$ cat src/hw/rtl/frm_pkg.sv
package frm_pkg;

  // default sizes
  localparam int FRM_DEPTH     = 16;
  localparam int FRM_WORD_BITS = 32;

  // width of the occupancy result field
  localparam int FRM_OCC_BITS  = 5;

  // request operation codes
  localparam logic FRM_OP_PUSH = 1'b0;
  localparam logic FRM_OP_POP  = 1'b1;

  // per-cycle command broadcast along a chain of cells
  typedef struct packed {
    logic load;   // a word enters the chain this cycle
    logic shift;  // every cell takes its right neighbor's word
  } frm_ctrl_t;

endpackage

$ cat src/hw/rtl/frm_word_cell.sv
module frm_word_cell
  import frm_pkg::*;
#(
  parameter int WORD_BITS = FRM_WORD_BITS
) (
  input  logic                        clk_i,
  input  frm_ctrl_t                   ctrl_i,
  input  logic                        sel_i,
  input  logic signed [WORD_BITS-1:0] word_i,
  input  logic signed [WORD_BITS-1:0] next_word_i,
  output logic signed [WORD_BITS-1:0] word_o
);

  logic signed [WORD_BITS-1:0] word_q;
  logic signed [WORD_BITS-1:0] word_d;

  // shift toward the head on pop, capture at the tail slot on push
  always_comb begin
    word_d = word_q;
    if (ctrl_i.shift) begin
      word_d = next_word_i;
    end else if (ctrl_i.load && sel_i) begin
      word_d = word_i;
    end
  end

  always_ff @(posedge clk_i) begin
    word_q <= word_d;
  end

  assign word_o = word_q;

endmodule

$ cat src/hw/rtl/frm_cand_cell.sv
module frm_cand_cell
  import frm_pkg::*;
#(
  parameter int WORD_BITS = FRM_WORD_BITS
) (
  input  logic                        clk_i,
  input  frm_ctrl_t                   ctrl_i,
  input  logic                        live_i,
  input  logic                        prev_keep_i,
  input  logic signed [WORD_BITS-1:0] word_i,
  input  logic signed [WORD_BITS-1:0] next_val_i,
  output logic                        keep_o,
  output logic signed [WORD_BITS-1:0] val_o
);

  logic signed [WORD_BITS-1:0] val_q;
  logic signed [WORD_BITS-1:0] val_d;

  // a live candidate survives a push unless it is strictly smaller
  assign keep_o = live_i && !(val_q < word_i);

  // first dropped slot takes the pushed word, head match shifts left
  always_comb begin
    val_d = val_q;
    if (ctrl_i.load) begin
      if (!keep_o && prev_keep_i) begin
        val_d = word_i;
      end
    end else if (ctrl_i.shift) begin
      val_d = next_val_i;
    end
  end

  always_ff @(posedge clk_i) begin
    val_q <= val_d;
  end

  assign val_o = val_q;

endmodule

$ cat src/hw/rtl/fifo_with_running_maximum_unit.sv
// A request accepted at a clock edge gives its result strobe in the next cycle.
// Throughput: one push or pop per cycle; busy_o never rises, since every cell of
//   both chains updates in parallel and the receiver cannot stall.
// Reset (rst_ni low, asynchronous): queue and candidate list emptied, no strobe.
//   Stored words need no clearing; only occupied cells are ever read.
module fifo_with_running_maximum_unit
  import frm_pkg::*;
#(
  parameter int DEPTH     = FRM_DEPTH,
  parameter int WORD_BITS = FRM_WORD_BITS
) (
  input  logic                        clk_i,
  input  logic                        rst_ni,
  input  logic                        start_i,
  output logic                        busy_o,
  input  logic                        mode_i,
  input  logic signed [WORD_BITS-1:0] value_i,
  output logic                        valid_o,
  output logic signed [WORD_BITS-1:0] popped_word_o,
  output logic                        pop_on_empty_o,
  output logic                        push_dropped_o,
  output logic signed [WORD_BITS-1:0] current_max_o,
  output logic                        max_valid_o,
  output logic [FRM_OCC_BITS-1:0]     occupancy_o
);

  localparam int CNT_W = $clog2(DEPTH + 1);
  localparam int IDX_W = $clog2(DEPTH);

  logic [CNT_W-1:0] word_cnt_q, word_cnt_d;
  logic [CNT_W-1:0] cand_cnt_q, cand_cnt_d;

  logic                        valid_q;
  logic signed [WORD_BITS-1:0] popped_q, popped_d;
  logic                        empty_q, empty_d;
  logic                        drop_q, drop_d;

  logic is_push, is_pop, do_push, do_pop, pop_match;
  frm_ctrl_t word_ctrl, cand_ctrl;

  logic signed [WORD_BITS-1:0] wcell [DEPTH];
  logic signed [WORD_BITS-1:0] ccell [DEPTH];
  logic [DEPTH-1:0]            keep;
  logic [DEPTH-1:0]            prev_keep;
  logic [DEPTH-1:0]            live;
  logic [DEPTH-1:0]            bnd;
  logic [IDX_W-1:0]            bnd_idx;
  logic [CNT_W+FRM_OCC_BITS-1:0] occ_ext;

  // every request is taken in the cycle it is offered
  assign busy_o  = 1'b0;
  assign is_push = start_i && (mode_i == FRM_OP_PUSH);
  assign is_pop  = start_i && (mode_i == FRM_OP_POP);
  assign do_push = is_push && (word_cnt_q != CNT_W'(DEPTH));
  assign do_pop  = is_pop && (word_cnt_q != '0);

  // head candidate leaves with the word that matches it
  assign pop_match = do_pop && (cand_cnt_q != '0) && (ccell[0] == wcell[0]);

  assign word_ctrl = '{load: do_push, shift: do_pop};
  assign cand_ctrl = '{load: do_push, shift: pop_match};

  // queue chain
  for (genvar i = 0; i < DEPTH; i++) begin : g_word
    logic signed [WORD_BITS-1:0] nxt;
    if (i == DEPTH - 1) begin : g_last
      assign nxt = '0;
    end else begin : g_mid
      assign nxt = wcell[i+1];
    end
    frm_word_cell #(.WORD_BITS(WORD_BITS)) u_cell (
      .clk_i      (clk_i),
      .ctrl_i     (word_ctrl),
      .sel_i      (word_cnt_q == CNT_W'(i)),
      .word_i     (value_i),
      .next_word_i(nxt),
      .word_o     (wcell[i])
    );
  end

  // candidate chain, non-increasing from the head
  for (genvar i = 0; i < DEPTH; i++) begin : g_cand
    logic signed [WORD_BITS-1:0] nxt;
    if (i == DEPTH - 1) begin : g_last
      assign nxt = '0;
    end else begin : g_mid
      assign nxt = ccell[i+1];
    end
    if (i == 0) begin : g_head
      assign prev_keep[i] = 1'b1;
    end else begin : g_tail
      assign prev_keep[i] = keep[i-1];
    end
    assign live[i] = CNT_W'(i) < cand_cnt_q;
    assign bnd[i]  = prev_keep[i] && !keep[i];
    frm_cand_cell #(.WORD_BITS(WORD_BITS)) u_cell (
      .clk_i      (clk_i),
      .ctrl_i     (cand_ctrl),
      .live_i     (live[i]),
      .prev_keep_i(prev_keep[i]),
      .word_i     (value_i),
      .next_val_i (nxt),
      .keep_o     (keep[i]),
      .val_o      (ccell[i])
    );
  end

  // position where the pushed word lands (one-hot to binary)
  always_comb begin
    bnd_idx = '0;
    for (int i = 0; i < DEPTH; i++) begin
      if (bnd[i]) begin
        bnd_idx = bnd_idx | IDX_W'(i);
      end
    end
  end

  // counters
  always_comb begin
    word_cnt_d = word_cnt_q;
    cand_cnt_d = cand_cnt_q;
    if (do_push) begin
      word_cnt_d = word_cnt_q + CNT_W'(1);
      cand_cnt_d = CNT_W'(bnd_idx) + CNT_W'(1);
    end else if (do_pop) begin
      word_cnt_d = word_cnt_q - CNT_W'(1);
      if (pop_match) begin
        cand_cnt_d = cand_cnt_q - CNT_W'(1);
      end
    end
  end

  // result fields of the request
  always_comb begin
    popped_d = do_pop ? wcell[0] : '0;
    empty_d  = is_pop && (word_cnt_q == '0);
    drop_d   = is_push && (word_cnt_q == CNT_W'(DEPTH));
  end

  always_ff @(posedge clk_i or negedge rst_ni) begin
    if (!rst_ni) begin
      word_cnt_q <= '0;
      cand_cnt_q <= '0;
      valid_q    <= 1'b0;
      empty_q    <= 1'b0;
      drop_q     <= 1'b0;
    end else begin
      word_cnt_q <= word_cnt_d;
      cand_cnt_q <= cand_cnt_d;
      valid_q    <= start_i;
      empty_q    <= empty_d;
      drop_q     <= drop_d;
    end
  end

  always_ff @(posedge clk_i) begin
    popped_q <= popped_d;
  end

  // outputs reflect the state left by the last request
  assign occ_ext        = (CNT_W + FRM_OCC_BITS)'(word_cnt_q);
  assign valid_o        = valid_q;
  assign popped_word_o  = popped_q;
  assign pop_on_empty_o = empty_q;
  assign push_dropped_o = drop_q;
  assign max_valid_o    = (word_cnt_q != '0);
  assign current_max_o  = (word_cnt_q != '0) ? ccell[0] : '0;
  assign occupancy_o    = occ_ext[FRM_OCC_BITS-1:0];

`ifndef SYNTH
  a_cand_le_words: assert property (@(posedge clk_i) disable iff (!rst_ni)
    cand_cnt_q <= word_cnt_q)
    else $error("candidate count exceeds word count");

  a_cand_when_words: assert property (@(posedge clk_i) disable iff (!rst_ni)
    (word_cnt_q != '0) |-> (cand_cnt_q != '0))
    else $error("non-empty queue without a maximum candidate");

  a_flags_exclusive: assert property (@(posedge clk_i) disable iff (!rst_ni)
    valid_o |-> !(pop_on_empty_o && push_dropped_o))
    else $error("pop and push error flags together");

  a_pop_count: assert property (@(posedge clk_i) disable iff (!rst_ni)
    (is_pop && (word_cnt_q != '0)) |=> (word_cnt_q == $past(word_cnt_q) - CNT_W'(1)))
    else $error("pop did not lower the occupancy");
`endif

endmodule

$ cat config.mk
export PLATFORM = sky130hd
export DESIGN_NAME = fifo_with_running_maximum_unit
export DESIGN_NICKNAME = d
export VERILOG_FILES = /design/src/hw/rtl/frm_pkg.sv /design/src/hw/rtl/frm_word_cell.sv /design/src/hw/rtl/frm_cand_cell.sv /design/src/hw/rtl/fifo_with_running_maximum_unit.sv
export SDC_FILE = /design/constraint.sdc
export NUM_CORES = 2
export LEC_CHECK = 0
export ABC_AREA = 1
export BUFFER_PORTS_ARGS = -buffer_cell sky130_fd_sc_hd__buf_2
export CAP_MARGIN = 20
export CORE_MARGIN = 4
export CORE_UTILIZATION = 57
export CTS_BUF_LIST = sky130_fd_sc_hd__clkbuf_8 sky130_fd_sc_hd__clkbuf_16
export DETAILED_ROUTE_END_ITERATION = 16
export PLACE_DENSITY = 0.82
export SYNTH_ARGS = -nofsm -noshare
export SYNTH_HDL_FRONTEND = slang
export SYNTH_SLANG_ARGS = --single-unit
$ cat constraint.sdc
create_clock -name clk_i -period 4.4 [get_ports clk_i]
set_clock_uncertainty 0.15 [all_clocks]
set_input_delay 0.44 -clock clk_i [delete_from_list [all_inputs] [get_ports clk_i]]
set_output_delay 0.44 -clock clk_i [all_outputs]
set_load 0.02 [all_outputs]
==> flow_metrics.env <==
export IMPL_fin_crit_ps=3928
export IMPL_critical_path_max_stage_delay_ps=910
export IMPL_num_vias=39585
export IMPL_worst_slew_pin_slew_ps=1048
export IMPL_die_h_um=313.8
export IMPL_synthArstFlopShare_pct=1.216
export IMPL_fp_dieW_um=313.8
export IMPL_place_gp_congestion=0.9128
export IMPL_synth_area_top_cells="edfxtp_1, nand2_1, ha_1, dfxtp_1, a21oi_1"
export IMPL_cp_slowest_cell="buf_4"
export IMPL_synth_fa_ha_area_share_pct=11.86
export IMPL_max_slew_margin_rel_pct=30.16
export IMPL_yosysMostFrequentCell="nand2_1"
export IMPL_syn_area_um2=53290
export IMPL_synthSimpleGateAreaFrac_pct=20.92
export IMPL_fmax_ghz=0.2546
export IMPL_worst_hold_slack_ps=88.04
export IMPL_cts_buffer_depth=3
export IMPL_peakVddDrop_mv=0.3412
export IMPL_path_buf_inv=3
export IMPL_setup_violations=0
export IMPL_cts_resized=0
export IMPL_initial_core_util_pct=57.79
export IMPL_rrSetupSlack_ps=470
export IMPL_dr_pass1_iters=6
export IMPL_finalHoldViolCount=0
export IMPL_io_pins=110
export IMPL_core_area_um2=92220
export IMPL_area_growth_syn_to_layout_pct=11.65
export IMPL_netlist_cell_type_count=51
export IMPL_htree_levels=3
export IMPL_grt_use_total_pct=27.43
export IMPL_grt_max_degree=214
export IMPL_vias_per_cell=5.784
export IMPL_grt_pass1_vias=38970
export IMPL_dieArea_um2=98450
export IMPL_cts_sinks=1069
export IMPL_grt_pass1_wl_mm=212.6
export IMPL_drc=0
export IMPL_nFillCells=6751
export IMPL_power_density_nw_per_um2=452.6
export IMPL_rsz0062_at_grt="no"
export IMPL_cts_root_buf="clkbuf_16"
export IMPL_clk_latency_ps=690
export IMPL_portBuffers=108
export IMPL_status="completed"
export IMPL_seqCellArea_um2=31400
export IMPL_yosys_area_top_type="edfxtp_1"
export IMPL_start_kind="flop"
export IMPL_cp_max_fo=213
export IMPL_syn_inst=5401
export IMPL_min_path_type="input port to async pin"
export IMPL_drt_wl_total_mm=137.4
export IMPL_wl_per_cell_um=20.08
export IMPL_rows=111
export IMPL_path_cells="inv_1 > ha_1 > nand2_1 > nor2_4 > nor2_4 > buf_12 > buf_4 > nand2_1 > nand2_1"
export IMPL_yosysSeqAreaShare_pct=58.91
export IMPL_crit_top_cell="nand2_1"
export IMPL_min_period_over_period_pct=89.27
export IMPL_synth_edf_count=992
export IMPL_place_area_um2=56060
export IMPL_fin_nets=6051
export IMPL_synth_top_area_share_pct=55.90
export IMPL_worstPathArrival_ps=4290
export IMPL_cts_buffers_inserted=104
export IMPL_path_delay_family="buffers and inverters"
export IMPL_overflow=0
export IMPL_path_clk_slew_ps=70
export IMPL_synth_seq_cells=1069
export IMPL_r2r_start="occupancy_o[0]$_DFFE_PN0P_"
export IMPL_dp_hpwl_mm=91.67
export IMPL_first_iter_violations=4859
export IMPL_final_layout_size_suffix_gt1_share_pct=7.106
export IMPL_syn_avg_cell_area_um2=9.867
export IMPL_post_cts_buffers=0
export IMPL_synth_top_family_by_area="simple AND/OR/NAND/NOR gates"
export IMPL_p_leak_nw=27.27
export IMPL_stdcell_area_um2=59500
export IMPL_finalMaxSlewViolations=0
export IMPL_setup_worst_path_class="flop to flop"
export IMPL_multi_input_area_um2=20390
export IMPL_synth_xor_area_share_pct=0.4602
export IMPL_drv_cap=0
export IMPL_ant_nets=0
export IMPL_diodes=0
export IMPL_syn_num_nets=5942
export IMPL_fin_setup_tns_ps=0
export IMPL_antenna_found_initial=4
export IMPL_worstReg2RegEnd="g_word[4].u_cell.word_o[3]$_DFFE_PP_"
export IMPL_end_kind="flop"
export IMPL_muxShareOfSynthArea_pct=0
export IMPL_synth_flop_cell="edfxtp_1"
export IMPL_reg2regPathDepth=9
export IMPL_yosys_warnings=0
export IMPL_synth_commonest_cells="nand2_1, edfxtp_1, ha_1, inv_1, a21oi_1"
export IMPL_cts_tree="yes"
export IMPL_crit_required_ps=4760
export IMPL_synth_compound_area_share_pct=4.301
-- stage by stage --
step                      util, %  std cells  total power (W)  setup slack (ps)
after global placement      60.79       6644          0.01771             642.2
final                       64.52       6844          0.02693             472.0
after floorplan                 -       5401          0.01614            -188.7
after global routing        64.52       6844          0.02801             305.9
after detailed placement    60.79       6644          0.01795             600.7
after CTS                   64.52       6844          0.02687             601.0
-- layer usage --
layer	up-vias	wire [µm]	part of all wire, %	GRT usage [%]
met1	18822	53520	39	36.59
met3	338	15070	11	6.381
met5	-	25	0.018	0
met2	2069	64440	47	44.71
li1	18352	-	-	-
met4	4	4371	3.2	9.034
-- registers in the layout (all words and copies together), names as in the netlist --
| signal | flops |
|---|---|
| cand_cnt_q | 5 |
| g_cand.u_cell.val_o | 512 |
| g_word.u_cell.word_o | 512 |
| occupancy_o | 5 |
| pop_on_empty_o | 1 |
| popped_word_o | 32 |
| push_dropped_o | 1 |
| valid_o | 1 |
-- what timing repair did --
item	in CTS	in global routing
endpoints found under the setup margin	0	0
hold buffers	3	0
hold endpoints to repair	15	0
-- cells by family (layout without fill, tap and decap cells) --
group           count (synthesis)  after routing
simple gates                 2868           2868
fa+ha+maj                     505            505
xor+xnor                       28             28
flops                        1069           1069
other cells                     1              1
compound gates                433            433
buf+inv                       497            697
-- final cells by class --
cell class / count / share of cell area (%)
clock buffers: 109 / 4.546
repair buffers: 205 / 2.755
clock inverters: 88 / 1.190
multi-input cells: 3835 / 34.26
well taps: 1243 / 2.614
flip-flops and latches: 1069 / 52.77
inverters: 295 / 1.865
-- worst max-delay path by stage --
stage / startpoint / endpoint / slack (ps) / cells after the start
after floorplan: occupancy_o[0]$_DFFE_PN0P_ / g_word[1].u_cell.word_o[0]$_DFFE_PP_ / -190 / 7
after global placement: occupancy_o[0]$_DFFE_PN0P_ / g_cand[4].u_cell.val_o[0]$_DFFE_PP_ / 640 / 12
after CTS: occupancy_o[0]$_DFFE_PN0P_ / g_cand[4].u_cell.val_o[5]$_DFFE_PP_ / 600 / 12
after global routing: occupancy_o[0]$_DFFE_PN0P_ / g_cand[4].u_cell.val_o[0]$_DFFE_PP_ / 310 / 12
after detailed placement: value_i[9] / cand_cnt_q[2]$_DFFE_PN0P_ / 600 / 20
final: occupancy_o[0]$_DFFE_PN0P_ / g_word[4].u_cell.word_o[3]$_DFFE_PP_ / 470 / 9
-- cell usage in the layout, fill, tap and decap left out, types with 4 or more instances in the layout --
cell and count:
nand2_1 2447, clkbuf_16 107, nor2_1 220, nor3_1 25
bufinv_16 11, buf_12 29, dfrtp_1 13, inv_1 318
nand4_1 35, o21ai_4 13, o2111ai_1 4, a21oi_1 238
o21a_1 11, buf_4 65, xor2_1 6, nand3b_1 6
xnor2_1 22, nor4_1 12, o21ai_0 118, edfxtp_1 992
clkinv_1 27, o21ai_1 4, nand3_1 103, dfxtp_1 64
o211ai_1 11, a21oi_4 14, ha_1 505, buf_2 108
clkinv_2 17
-- power breakdown --
part           total [W]  internal, W  switching [W]
sequential        0.0130       0.0124       0.000556
clock            0.00899      0.00508        0.00390
combinational    0.00496      0.00152        0.00343
total             0.0269       0.0190        0.00789
No activity file was read; power rests on OpenSTA's default activity.
